$ cat src/rtl/mif_pkg.sv
`default_nettype none
// ----------------------------------------------------------------------------
// mif_pkg
// Shared types and constants for the Fermat modular inverse block.
// ----------------------------------------------------------------------------
package mif_pkg;

  localparam int unsigned OPND_W = 32;  // operand width, two's complement
  localparam int unsigned RES_W  = 31;  // result field width
  localparam int unsigned CNT_W  = 6;   // step counter, holds OPND_W
  localparam int unsigned ADDR_W = 3;   // APB byte address
  localparam int unsigned DATA_W = 32;  // APB data

  // word index of the modulus register (paddr[2])
  localparam logic REG_MODULUS = 1'b0;

  typedef enum logic [2:0] {
    ST_IDLE,
    ST_RED,
    ST_FIX,
    ST_CHECK,
    ST_NEXT,
    ST_MULT,
    ST_WB,
    ST_DONE
  } mif_state_e;

  typedef enum logic [3:0] {
    CMD_NOP,
    CMD_LOAD,
    CMD_STEP_RED,
    CMD_FIX,
    CMD_MUL_ACC,
    CMD_MUL_BASE,
    CMD_STEP_MUL,
    CMD_WB,
    CMD_EMIT
  } mif_cmd_e;

  typedef struct packed {
    logic cnt_last;   // step counter at its last step
    logic e_zero;     // exponent exhausted
    logic e_lsb;      // current exponent bit
    logic e_hi_zero;  // no exponent bits above the current one
    logic dst_acc;    // running product goes to the accumulator
    logic p_small;    // modulus below two
    logic out_free;   // output register can take a result
  } mif_status_t;

endpackage
`default_nettype wire

$ cat src/rtl/mif_req_if.sv
`default_nettype none
// ----------------------------------------------------------------------------
// mif_req_if
// Request channel: one signed operand per request.
// ----------------------------------------------------------------------------
interface mif_req_if;
  logic        valid;
  logic        ready;
  logic [31:0] operand_value;

  modport source (output valid, output operand_value, input ready);
  modport sink   (input valid, input operand_value, output ready);
endinterface
`default_nettype wire

$ cat src/rtl/mif_rsp_if.sv
`default_nettype none
// ----------------------------------------------------------------------------
// mif_rsp_if
// Response channel: one inverse per request.
// ----------------------------------------------------------------------------
interface mif_rsp_if;
  logic        valid;
  logic        ready;
  logic [30:0] inverse_value;

  modport source (output valid, output inverse_value, input ready);
  modport sink   (input valid, input inverse_value, output ready);
endinterface
`default_nettype wire

$ cat src/rtl/mif_ctrl.sv
`default_nettype none
// ----------------------------------------------------------------------------
// mif_ctrl
// Sequencer: reduction, then right-to-left square-and-multiply.
// ----------------------------------------------------------------------------
module mif_ctrl
  import mif_pkg::*;
(
  input  wire logic        clk_i,
  input  wire logic        rst_ni,
  input  wire logic        in_valid_i,
  output logic             in_ready_o,
  input  wire mif_status_t status_i,
  output mif_cmd_e         cmd_o
);

  mif_state_e state_q, state_d;

  always_ff @(posedge clk_i or negedge rst_ni) begin
    if (!rst_ni) begin
      state_q <= ST_IDLE;
    end else begin
      state_q <= state_d;
    end
  end

  // next state
  always_comb begin
    state_d = state_q;
    case (state_q)
      ST_IDLE: begin
        if (in_valid_i) begin
          state_d = status_i.p_small ? ST_DONE : ST_RED;
        end
      end
      ST_RED: begin
        if (status_i.cnt_last) begin
          state_d = ST_FIX;
        end
      end
      ST_FIX: state_d = ST_CHECK;
      ST_CHECK: begin
        if (status_i.e_zero) begin
          state_d = ST_DONE;
        end else if (status_i.e_lsb) begin
          state_d = ST_MULT;
        end else begin
          state_d = ST_NEXT;
        end
      end
      ST_NEXT: state_d = status_i.e_hi_zero ? ST_DONE : ST_MULT;
      ST_MULT: begin
        if (status_i.cnt_last) begin
          state_d = ST_WB;
        end
      end
      ST_WB:   state_d = status_i.dst_acc ? ST_NEXT : ST_CHECK;
      ST_DONE: begin
        if (status_i.out_free) begin
          state_d = ST_IDLE;
        end
      end
      default: state_d = ST_IDLE;
    endcase
  end

  // commands
  always_comb begin
    cmd_o      = CMD_NOP;
    in_ready_o = 1'b0;
    case (state_q)
      ST_IDLE: begin
        in_ready_o = 1'b1;
        if (in_valid_i && !status_i.p_small) begin
          cmd_o = CMD_LOAD;
        end
      end
      ST_RED: cmd_o = CMD_STEP_RED;
      ST_FIX: cmd_o = CMD_FIX;
      ST_CHECK: begin
        if (!status_i.e_zero && status_i.e_lsb) begin
          cmd_o = CMD_MUL_ACC;
        end
      end
      ST_NEXT: begin
        if (!status_i.e_hi_zero) begin
          cmd_o = CMD_MUL_BASE;
        end
      end
      ST_MULT: cmd_o = CMD_STEP_MUL;
      ST_WB:   cmd_o = CMD_WB;
      ST_DONE: begin
        if (status_i.out_free) begin
          cmd_o = CMD_EMIT;
        end
      end
      default: cmd_o = CMD_NOP;
    endcase
  end

`ifndef SYNTHESIS
  a_accept_starts : assert property (@(posedge clk_i) disable iff (!rst_ni)
    (state_q == ST_IDLE && in_valid_i) |=> (state_q == ST_RED || state_q == ST_DONE))
    else $error("accepted request did not start work");

  a_mult_exit : assert property (@(posedge clk_i) disable iff (!rst_ni)
    (state_q == ST_MULT) |=> (state_q == ST_MULT || state_q == ST_WB))
    else $error("multiply left early");

  a_emit_idle : assert property (@(posedge clk_i) disable iff (!rst_ni)
    (state_q == ST_DONE && status_i.out_free) |=> (state_q == ST_IDLE))
    else $error("finished result not released");
`endif

endmodule
`default_nettype wire

$ cat src/rtl/mif_datapath.sv
`default_nettype none
// ----------------------------------------------------------------------------
// mif_datapath
// Shared bit-serial modular multiplier, exponent, accumulator, output reg.
// ----------------------------------------------------------------------------
module mif_datapath
  import mif_pkg::*;
#(
  parameter int unsigned MOD_BITS = 31
) (
  input  wire logic                clk_i,
  input  wire logic                rst_ni,
  input  wire mif_cmd_e            cmd_i,
  input  wire logic [MOD_BITS-1:0] modulus_i,
  input  wire logic [OPND_W-1:0]   operand_i,
  input  wire logic                out_ready_i,
  output mif_status_t              status_o,
  output logic                     out_valid_o,
  output logic [RES_W-1:0]         out_value_o
);

  localparam int unsigned MW = MOD_BITS;
  localparam int unsigned SW = MOD_BITS + 2;

  logic [MW-1:0]     acc_q, base_q, prod_q, mb_q, e_q, out_val_q;
  logic [OPND_W-1:0] opnd_q;
  logic              neg_q, dst_acc_q, out_valid_q;
  logic [CNT_W-1:0]  cnt_q;

  logic              step_red, step_bit, p_small;
  logic [MW-1:0]     addend, prod_next, fix_val;
  logic [SW-1:0]     sum, p_ext, p2_ext;
  logic [OPND_W-1:0] mag;

  // one step: prod = (2*prod + bit*addend) mod p, sum stays below 3p
  always_comb begin
    step_red = (cmd_i == CMD_STEP_RED);
    step_bit = step_red ? opnd_q[OPND_W-1] : mb_q[MW-1];
    addend   = step_red ? MW'(1) : base_q;
    p_ext    = {2'b00, modulus_i};
    p2_ext   = {1'b0, modulus_i, 1'b0};
    sum      = {1'b0, prod_q, 1'b0} + (step_bit ? {2'b00, addend} : '0);
    if (sum >= p2_ext) begin
      prod_next = MW'(sum - p2_ext);
    end else if (sum >= p_ext) begin
      prod_next = MW'(sum - p_ext);
    end else begin
      prod_next = sum[MW-1:0];
    end
  end

  assign mag     = operand_i[OPND_W-1] ? (~operand_i + OPND_W'(1)) : operand_i;
  assign fix_val = (neg_q && prod_q != '0) ? (modulus_i - prod_q) : prod_q;
  assign p_small = (modulus_i < MW'(2));

  always_ff @(posedge clk_i or negedge rst_ni) begin
    if (!rst_ni) begin
      cnt_q       <= '0;
      out_valid_q <= 1'b0;
    end else begin
      case (cmd_i)
        CMD_LOAD:                  cnt_q <= CNT_W'(OPND_W);
        CMD_MUL_ACC, CMD_MUL_BASE: cnt_q <= CNT_W'(MW);
        CMD_STEP_RED, CMD_STEP_MUL: cnt_q <= cnt_q - CNT_W'(1);
        default:                   cnt_q <= cnt_q;
      endcase
      if (cmd_i == CMD_EMIT) begin
        out_valid_q <= 1'b1;
      end else if (out_ready_i) begin
        out_valid_q <= 1'b0;
      end
    end
  end

  always_ff @(posedge clk_i) begin
    case (cmd_i)
      CMD_LOAD: begin
        opnd_q <= mag;
        neg_q  <= operand_i[OPND_W-1];
        prod_q <= '0;
        e_q    <= modulus_i - MW'(2);
        acc_q  <= MW'(1);
      end
      CMD_STEP_RED: begin
        opnd_q <= opnd_q << 1;
        prod_q <= prod_next;
      end
      CMD_FIX: base_q <= fix_val;
      CMD_MUL_ACC: begin
        mb_q      <= acc_q;
        prod_q    <= '0;
        dst_acc_q <= 1'b1;
      end
      CMD_MUL_BASE: begin
        mb_q      <= base_q;
        prod_q    <= '0;
        dst_acc_q <= 1'b0;
        e_q       <= e_q >> 1;
      end
      CMD_STEP_MUL: begin
        mb_q   <= mb_q << 1;
        prod_q <= prod_next;
      end
      CMD_WB: begin
        if (dst_acc_q) begin
          acc_q <= prod_q;
        end else begin
          base_q <= prod_q;
        end
      end
      CMD_EMIT: out_val_q <= p_small ? '0 : acc_q;
      default: ;
    endcase
  end

  always_comb begin
    status_o.cnt_last  = (cnt_q == CNT_W'(1));
    status_o.e_zero    = (e_q == '0);
    status_o.e_lsb     = e_q[0];
    status_o.e_hi_zero = ((e_q >> 1) == '0);
    status_o.dst_acc   = dst_acc_q;
    status_o.p_small   = p_small;
    status_o.out_free  = !out_valid_q || out_ready_i;
  end

  assign out_valid_o = out_valid_q;
  assign out_value_o = RES_W'(out_val_q);

`ifndef SYNTHESIS
  a_emit_valid : assert property (@(posedge clk_i) disable iff (!rst_ni)
    (cmd_i == CMD_EMIT) |=> out_valid_q)
    else $error("emitted result not presented");
`endif

endmodule
`default_nettype wire

$ cat src/rtl/modular_inverse_fermat_top.sv
`default_nettype none
// ----------------------------------------------------------------------------
// modular_inverse_fermat_top
// Modular inverse by Fermat's little theorem: operand^(p-2) mod p.
// ----------------------------------------------------------------------------
// Usage:
//   req_i carries one signed 32-bit operand per request; rsp_o returns one
//   31-bit result per request, in order. Modulus p lives in the APB register
//   at word 0 (reset value 2); write it only while the block is idle.
//   The operand is first reduced into 0..p-1 by a bit-serial restoring pass,
//   then raised to p-2 by right-to-left square-and-multiply. Every modular
//   product runs through one shared bit-serial multiplier, one bit per step,
//   followed by a write-back. A p of 0 or 1 answers 0 without any multiply.
//   One request is worked at a time; req_i.ready is high only when idle.
//   The result sits in an output register, so a stalled receiver does not
//   stop the next request from being taken; the block waits only when a
//   second result is ready while the first is still unclaimed.
//   Reset clears the sequencer and the output valid and sets p back to 2.
// ----------------------------------------------------------------------------
module modular_inverse_fermat_top
  import mif_pkg::*;
#(
  parameter int unsigned MOD_BITS = 31
) (
  input  wire logic              clk_i,
  input  wire logic              rst_ni,
  mif_req_if.sink                req_i,
  mif_rsp_if.source              rsp_o,
  input  wire logic              psel,
  input  wire logic              penable,
  input  wire logic              pwrite,
  input  wire logic [ADDR_W-1:0] paddr,
  input  wire logic [DATA_W-1:0] pwdata,
  output logic [DATA_W-1:0]      prdata,
  output logic                   pready
);

  logic [MOD_BITS-1:0] modulus_q;
  mif_cmd_e            cmd;
  mif_status_t         status;
  logic                cfg_wr;

  // register file: only the modulus, at word 0
  assign pready = 1'b1;
  assign cfg_wr = psel && penable && pwrite && (paddr[2] == REG_MODULUS);
  assign prdata = (paddr[2] == REG_MODULUS) ? DATA_W'(modulus_q) : '0;

  always_ff @(posedge clk_i or negedge rst_ni) begin
    if (!rst_ni) begin
      modulus_q <= MOD_BITS'(2);
    end else if (cfg_wr) begin
      modulus_q <= pwdata[MOD_BITS-1:0];
    end
  end

  mif_ctrl u_ctrl (
    .clk_i      (clk_i),
    .rst_ni     (rst_ni),
    .in_valid_i (req_i.valid),
    .in_ready_o (req_i.ready),
    .status_i   (status),
    .cmd_o      (cmd)
  );

  mif_datapath #(
    .MOD_BITS (MOD_BITS)
  ) u_datapath (
    .clk_i       (clk_i),
    .rst_ni      (rst_ni),
    .cmd_i       (cmd),
    .modulus_i   (modulus_q),
    .operand_i   (req_i.operand_value),
    .out_ready_i (rsp_o.ready),
    .status_o    (status),
    .out_valid_o (rsp_o.valid),
    .out_value_o (rsp_o.inverse_value)
  );

endmodule
`default_nettype wire
$ cat src/flat_wrapper.sv
// flat-port wrapper written by rule: the top's interface ports become plain ports
module modular_inverse_fermat_top_flat import mif_pkg::*;
#(
  parameter int unsigned MOD_BITS = 31
)
  (clk_i, rst_ni, psel, penable, pwrite, paddr, pwdata, prdata, pready, req_i_valid, req_i_operand_value, req_i_ready, rsp_o_valid, rsp_o_inverse_value, rsp_o_ready);
  mif_req_if req_i_i ();
  mif_rsp_if rsp_o_i ();
  input  wire logic clk_i;
  input  wire logic rst_ni;
  input  wire logic psel;
  input  wire logic penable;
  input  wire logic pwrite;
  input  wire logic [ADDR_W-1:0] paddr;
  input  wire logic [DATA_W-1:0] pwdata;
  output logic [DATA_W-1:0] prdata;
  output logic pready;
  input wire logic [$bits(req_i_i.valid)-1:0] req_i_valid;
  input wire logic [$bits(req_i_i.operand_value)-1:0] req_i_operand_value;
  output wire logic [$bits(req_i_i.ready)-1:0] req_i_ready;
  output wire logic [$bits(rsp_o_i.valid)-1:0] rsp_o_valid;
  output wire logic [$bits(rsp_o_i.inverse_value)-1:0] rsp_o_inverse_value;
  input wire logic [$bits(rsp_o_i.ready)-1:0] rsp_o_ready;
  assign req_i_i.valid = req_i_valid;
  assign req_i_i.operand_value = req_i_operand_value;
  assign req_i_ready = req_i_i.ready;
  assign rsp_o_valid = rsp_o_i.valid;
  assign rsp_o_inverse_value = rsp_o_i.inverse_value;
  assign rsp_o_i.ready = rsp_o_ready;
  modular_inverse_fermat_top #(.MOD_BITS(MOD_BITS)) u_core (.clk_i(clk_i), .rst_ni(rst_ni), .req_i(req_i_i), .rsp_o(rsp_o_i), .psel(psel), .penable(penable), .pwrite(pwrite), .paddr(paddr), .pwdata(pwdata), .prdata(prdata), .pready(pready));
endmodule
$ cat config.mk
export PLATFORM = sky130hd
export DESIGN_NAME = modular_inverse_fermat_top_flat
export DESIGN_NICKNAME = d
export VERILOG_FILES = /design/src/rtl/mif_pkg.sv /design/src/rtl/mif_req_if.sv /design/src/rtl/mif_rsp_if.sv /design/src/rtl/mif_ctrl.sv /design/src/rtl/mif_datapath.sv /design/src/rtl/modular_inverse_fermat_top.sv /design/src/flat_wrapper.sv
export SDC_FILE = /design/constraint.sdc
export NUM_CORES = 1
export LEC_CHECK = 0
export ABC_AREA = 1
export ABC_CLOCK_PERIOD_IN_PS = 19000
export BUFFER_PORTS_ARGS = -buffer_cell sky130_fd_sc_hd__buf_2
export CAP_MARGIN = 5
export CORE_MARGIN = 1
export CORE_UTILIZATION = 40
export CTS_CLUSTER_SIZE = 16
export DETAILED_ROUTE_END_ITERATION = 8
export PLACE_DENSITY_LB_ADDON = 0.15
export SETUP_SLACK_MARGIN = 0.02
export SLEW_MARGIN = 20
export SYNTH_ARGS = -nofsm -noshare
export SYNTH_HDL_FRONTEND = slang
export SYNTH_HIERARCHICAL = 1
export SYNTH_SLANG_ARGS = --single-unit
$ cat constraint.sdc
create_clock -name clk_i -period 19 [get_ports clk_i]
set_clock_uncertainty 0.15 [all_clocks]
set_input_delay 0.95 -clock clk_i [delete_from_list [all_inputs] [get_ports clk_i]]
set_output_delay 0.95 -clock clk_i [all_outputs]
set_load 0.03 [all_outputs]
==> impl_results.md, run 1 <==
* Crit-path leading delay family: simple AND/OR/NAND/NOR gates
* Synth warn at 6
* CTS Hold Bufs at 0
* Clock buffer count from CTS at 30
* Cells after Synth at 2,918
* Grt ovf at 0
* Critical Path Most Common Cell: nand2_1
* H-tree depth at 1
* Final Hold Viols at 0
* Max-Cap Viols at 0
* PostCTS Resize Cnt at 0
* Wire per inst at 20.1 um
* Fmax at 94.2 MHz
* Max-slew violation count at 0
* Die area at between 50,000 and 60,000 um^2
* Post-route cell area at 23,300 um^2
* RSZ-0062 raised after global routing: no
* Via-to-Cell Ratio at 5.41
* Initial antenna violation count at 0
* Outcome: finished clean
* Share of layout cells above drive strength 1 at 0.0821
* Cell Area, Placed at 22,300 um^2
* Area Growth Syn to Fin at 11.3%
* Mapped cell area at approximately 21,000 um^2
* Top-area cell type share of the netlist area at 0.316
* Setup TNS at 0 ns
* EDFF count, synth at 220
* Core area at slightly above 50,000 um^2
* Die Wd at ~230 um
* DRT iter0 DRCs at approximately 1,900
* Fill cells at 5,371
* Starting Density at 0.406
* Synth top area cells: edfxtp_1, nand2_1, inv_1
* I/O Buffers at 134
* CTS clock-pin slew for the worst setup and hold paths at 0.06 ns
* First-pass GRT wire length at 113,000 um
* Post-synthesis sequential area ratio at 0.365
* Post-route ant nets at 0
* Max FO, Critical Path at 32
* Worst slack, placed at 7.99 ns
* Vias at 20,228
* Antenna Cells at 0
* CTS max path bufs at 3
* DRT Wirelength at roughly 75,000 um
* Max-slew headroom at the worst pin at 0.284
* Die Y-Extent at 231 um
* Worst setup margin at 8.39 ns
* Residual DRC at 0
* Core Rows at 83
* Data arrival, critical path at 10.85 ns
* Worst-Margin Slew at 1.07 ns
* CTS Root Cell: clkbuf_16
* Ys flop type: edfxtp_1
* CTS tree: yes
* Gp weighted congestion at 0.961
* # IOs at 140
* Asr flop ratio synth at 0.157
* Most frequent cells in the layout: nand2_1, inv_1, nor2_1
* Mean Syn Cell Area at between 7 and 8 um^2
* Vias in the first global route at between 15,000 and 20,000
* Leading cell type in the layout, fill and taps excluded: nand2_1
* Crit share post-route at 0.559
* Crit start category: flop
* CP max-delay cell: nand2_2
* Seq cells post-synth at 261
* Syn_nets at 3,122
* All-Layer GR Usage at 0.278
* Worst Path Required at 19.23 ns
* Finish-stage setup viols at 0
* Area leader, netlist: edfxtp_1
* Crit path largest cell delay at roughly 0.67 ns
* Post-synth cell types at 58
* Drt pass-1 iters at 6
* Buf/Inv on CP at 4
* Critical path type: flop to flop
* Setup repair bufs after CTS at 0
* Largest net degree at the start of global routing at 73
* DPL Wire Length at roughly 60,000 um
* Net count, final at 3,239
* Clk_lat worst skew at 0.59 ns
* Clock Sinks at 261
* Worst min path class: primary input to async pin
* Crit end category: flop
* Period minus WS final at 10.61 ns
==> metal layers <==
metal,global-route usage,wire [um],vias to the layer above
met5,0,0,-
li1,-,-,9851
met3,0.0280,5070,137
met1,0.395,34300,9478
met4,0.116,3350,0
met2,0.432,32600,762
==> logic make-up after synthesis <==
logic type      synth area share
compound gates             0.118
xor+xnor                  0.0465
fa+ha+maj                 0.0792
buf+inv                   0.0946
flops                      0.365
other cells             0.000359
simple gates               0.296
==> area by class of cell <==
cell class	instances	area (um^2)	share of cell area
Tap cell	680	851	0.0366
Clock inverter	19	174	0.00747
Sequential cell	261	7630	0.328
Timing Repair Buffer	161	876	0.0376
Clock buffer	36	773	0.0332
Inverter	431	1620	0.0695
Multi-Input combinational cell	2150	11300	0.488
==> sequential cells by signal (all words and copies together), names as in the netlist, 31 cells and up <==
signal and cells:
u_core/u_datapath/acc_q 31, u_core/u_datapath/opnd_q 32, u_core/u_datapath/mb_q 31, u_core/u_datapath/prod_q 31
u_core/u_datapath/out_value_o 31, u_core/u_datapath/e_q 31, u_core/u_datapath/base_q 31, u_core/modulus_q 31
==> cells in the mapped netlist, drive strengths merged, types with 2 or more instances <==
master	n
nand2	746
edfxtp	220
nand4	37
a21oi	166
conb	2
nor3	43
clkinv	2
buf	28
o21ai	139
o21bai	19
and2	2
o211ai	7
fa	4
nand3	223
nand3b	12
ha	126
dfrtp	40
a31oi	22
a21boi	7
a211o	2
nor2	395
xor2	71
or2	5
o221ai	32
inv	429
a211oi	2
a21o	13
xnor2	40
a221oi	2
o21a	4
nor4	16
clkbuf	48
o31ai	5
==> through the flow <==
stage	util	hold WS, ns	std cells
floorplan	-	0.315	2918
global placement	0.433	0.343	3683
detailed placement	0.433	0.339	3683
CTS	0.452	0.361	3738
global route	0.452	0.231	3738
finish	0.452	0.191	3738
==> worst paths after layout <==
kind                                                               to  cells past startpoint                                      start  slack (ns)
min in group clk_i          u_core/u_datapath/out_valid_o$_DFFE_PN0P_                      2  u_core/u_datapath/out_valid_o$_DFFE_PN0P_        0.35
max in group asynchronous             u_core/modulus_q[6]$_DFFE_PN0P_                      1                                     rst_ni       18.06
max                        u_core/u_datapath/prod_q[25]$_SDFFCE_PP0P_                     45            u_core/modulus_q[1]$_DFFE_PN1P_        8.39
max reg2reg                u_core/u_datapath/prod_q[25]$_SDFFCE_PP0P_                     45            u_core/modulus_q[1]$_DFFE_PN1P_        8.39
min reg2reg                 u_core/u_datapath/out_valid_o$_DFFE_PN0P_                      2  u_core/u_datapath/out_valid_o$_DFFE_PN0P_        0.35
min                         u_core/u_datapath/out_valid_o$_DFFE_PN0P_                      1                                     rst_ni        0.19
Power of run 1 is not shown: default switching activity piles up to over one toggle a cycle in this logic, so the estimate is an artifact.
==> inputs of run 2 (changes only) <==
--- a/config.mk
+++ b/config.mk
@@ -6,7 +6,7 @@
 export NUM_CORES = 1
 export LEC_CHECK = 0
 export ABC_AREA = 1
-export ABC_CLOCK_PERIOD_IN_PS = 19000
+export ABC_CLOCK_PERIOD_IN_PS = 9240
 export BUFFER_PORTS_ARGS = -buffer_cell sky130_fd_sc_hd__buf_2
 export CAP_MARGIN = 5
 export CORE_MARGIN = 1
==> constraint.sdc (replaced) <==
create_clock -name clk_i -period 9.24 [get_ports clk_i]
set_clock_uncertainty 0.15 [all_clocks]
set_input_delay 0.462 -clock clk_i [delete_from_list [all_inputs] [get_ports clk_i]]
set_output_delay 0.462 -clock clk_i [all_outputs]
set_load 0.03 [all_outputs]
==> impl_results.md, run 2 (synthesis results as in run 1) <==
* Worst Path Required at between 9 and 10 ns
* Worst R2R End: u_core/u_datapath/prod_q[19]$_SDFFCE_PP0P_
* Max FO, Critical Path at 32
* Die Y-Extent at 231 um
* Clock Sinks at 261
* Worst r2r src: u_core/modulus_q[1]$_DFFE_PN1P_
* Gp weighted congestion at between 0.9 and 1
* Max-slew headroom at the worst pin at 0.278
* Finish-stage setup viols at 0
* I/O Buffers at around 130
* Data arrival, critical path at 8.46 ns
* Critical path type: flop to flop
* Reg2Reg Depth at 43
* Outcome: finished clean
* Die area at 53,200 um^2
* Worst hold endpoint: u_core/modulus_q[26]$_DFFE_PN0P_
* Hold Path Depth at 3
* Vias at 20,644
* CTS Hold Bufs at 9
* Max-Cap Viols at 0
* First-pass GRT wire length at 113,000 um
* Worst min path class: primary input to flop
* Net count, final at ~3,300
* CP max-delay cell: dfstp_2
* Clock buffer count from CTS at 35
* Post-route ant nets at 0
* CTS max path bufs at 3
* Crit path largest cell delay at 0.39 ns
* Crit share post-route at 0.899
* Worst-Margin Slew at 1.08 ns
* Grt ovf at 0
* Leading cell type in the layout, fill and taps excluded: nand2_1
* Max-slew violation count at 0
* Vias in the first global route at between 15,000 and 20,000
* H-tree depth at 2
* Core Rows at 83
* Wire per inst at between 15 and 20 um
* Hold Startpoint: pwdata[26]
* Antenna Cells at 0
* Crit end category: flop
* All-Layer GR Usage at 0.280
* Largest register FFs at 32
* Period minus WS final at just over 8 ns
* Crit start category: flop
* Final Hold Viols at 0
* Fmax at between 100 and 150 MHz
* Area Growth Syn to Fin at 13.7%
* Reg2Reg Setup Slack at between 0.9 and 1 ns
* Setup repair bufs after CTS at 0
* Die Wd at around 230 um
* Crit-path leading delay family: simple AND/OR/NAND/NOR gates
* Drt pass-1 iters at 6
* CTS tree: yes
* PostCTS Resize Cnt at 0
* CTS Root Cell: clkbuf_16
* Setup TNS at 0 ns
* Core area at 51,500 um^2
* Most frequent cells in the layout: nand2_1, inv_1, nor2_1
* RSZ-0062 raised after global routing: no
* # IOs at 140
* Residual DRC at 0
* CTS clock-pin slew for the worst setup and hold paths at 0.06 ns
* DPL Wire Length at 60,000 um
* DRT iter0 DRCs at 2,079
* Largest net degree at the start of global routing at 73
* Via-to-Cell Ratio at 5.47
* DRT Wirelength at 75,100 um
* Biggest register: u_core/u_datapath/opnd_q
* Buf/Inv on CP at 8
* Critical Path Most Common Cell: nand2_1
* Clk_lat worst skew at 0.55 ns
* Share of layout cells above drive strength 1 at 0.0895
* Initial antenna violation count at 1
* Starting Density at 0.406
run 2: cell types whose count changed in the layout (fill, tap and decap cells not counted), moves of 2 or more:
cell and change:
buf_4 +19, clkinv_4 -2, clkbuf_16 +7, clkbuf_8 +2
bufinv_16 +3, dlygate4sd3_1 +9
run 2: worst max-delay path by stage:
stage | start | endpoint | slack [ns] | cells past startpoint
4_1_cts | u_core/modulus_q[1]$_DFFE_PN1P_ | u_core/u_datapath/prod_q[17]$_SDFFCE_PP0P_ | 1.10 | 46
3_3_place_gp | u_core/modulus_q[1]$_DFFE_PN1P_ | u_core/u_datapath/prod_q[13]$_SDFFCE_PP0P_ | 1.19 | 46
3_5_place_dp | u_core/modulus_q[1]$_DFFE_PN1P_ | u_core/u_datapath/prod_q[17]$_SDFFCE_PP0P_ | 1.14 | 47
2_1_floorplan | u_core/modulus_q[1]$_DFFE_PN1P_ | u_core/u_datapath/prod_q[0]$_SDFFCE_PP0P_ | 2.91 | 49
5_1_grt | u_core/modulus_q[1]$_DFFE_PN1P_ | u_core/u_datapath/prod_q[22]$_SDFFCE_PP0P_ | 0.27 | 47
6_report | u_core/modulus_q[1]$_DFFE_PN1P_ | u_core/u_datapath/prod_q[19]$_SDFFCE_PP0P_ | 0.93 | 43
run 2: layout make-up:
cell class / instances / area [um^2]
Fill cell: 5342 / 27700
Inverter: 431 / 1620
Timing Repair Buffer: 190 / 1130
Clock inverter: 18 / 234
Clock buffer: 46 / 980
Sequential cell: 261 / 7630
Tap cell: 680 / 851
Multi-Input combinational cell: 2150 / 11300
run 2: worst reg2reg max path, delay by kind of cell, from the launching register on:
kind | cells | cell delay, ns
simple gates | 24 | 3.16
compound gates | 7 | 1.55
buf+inv | 8 | 1.39
fa+ha+maj | 3 | 1.05
flops | 1 | 0.39
xor+xnor | 1 | 0.34
run 2: stage by stage:
stage	instance area [um^2]	hold slack [ns]	instances	setup WS [ns]	utilization
after global placement	22500	0.337	3703	1.19	0.436
after floorplan	20900	0.0164	2918	2.91	-
after CTS	23800	0.00143	3776	1.10	0.461
after detailed placement	22500	0.338	3703	1.14	0.436
after global routing	23800	0.0152	3776	0.271	0.461
final	23800	0.00986	3776	0.930	0.461
run 2: routing by layer:
| layer | wire (um) | global-route usage | vias up |
|---|---|---|---|
| met5 | 11 | 0 | - |
| met4 | 3050 | 0.112 | 2 |
| met3 | 5430 | 0.0383 | 112 |
| met2 | 33200 | 0.438 | 843 |
| met1 | 33400 | 0.388 | 9768 |
| li1 | - | - | 9919 |
Power of run 2 is left out for the same reason.
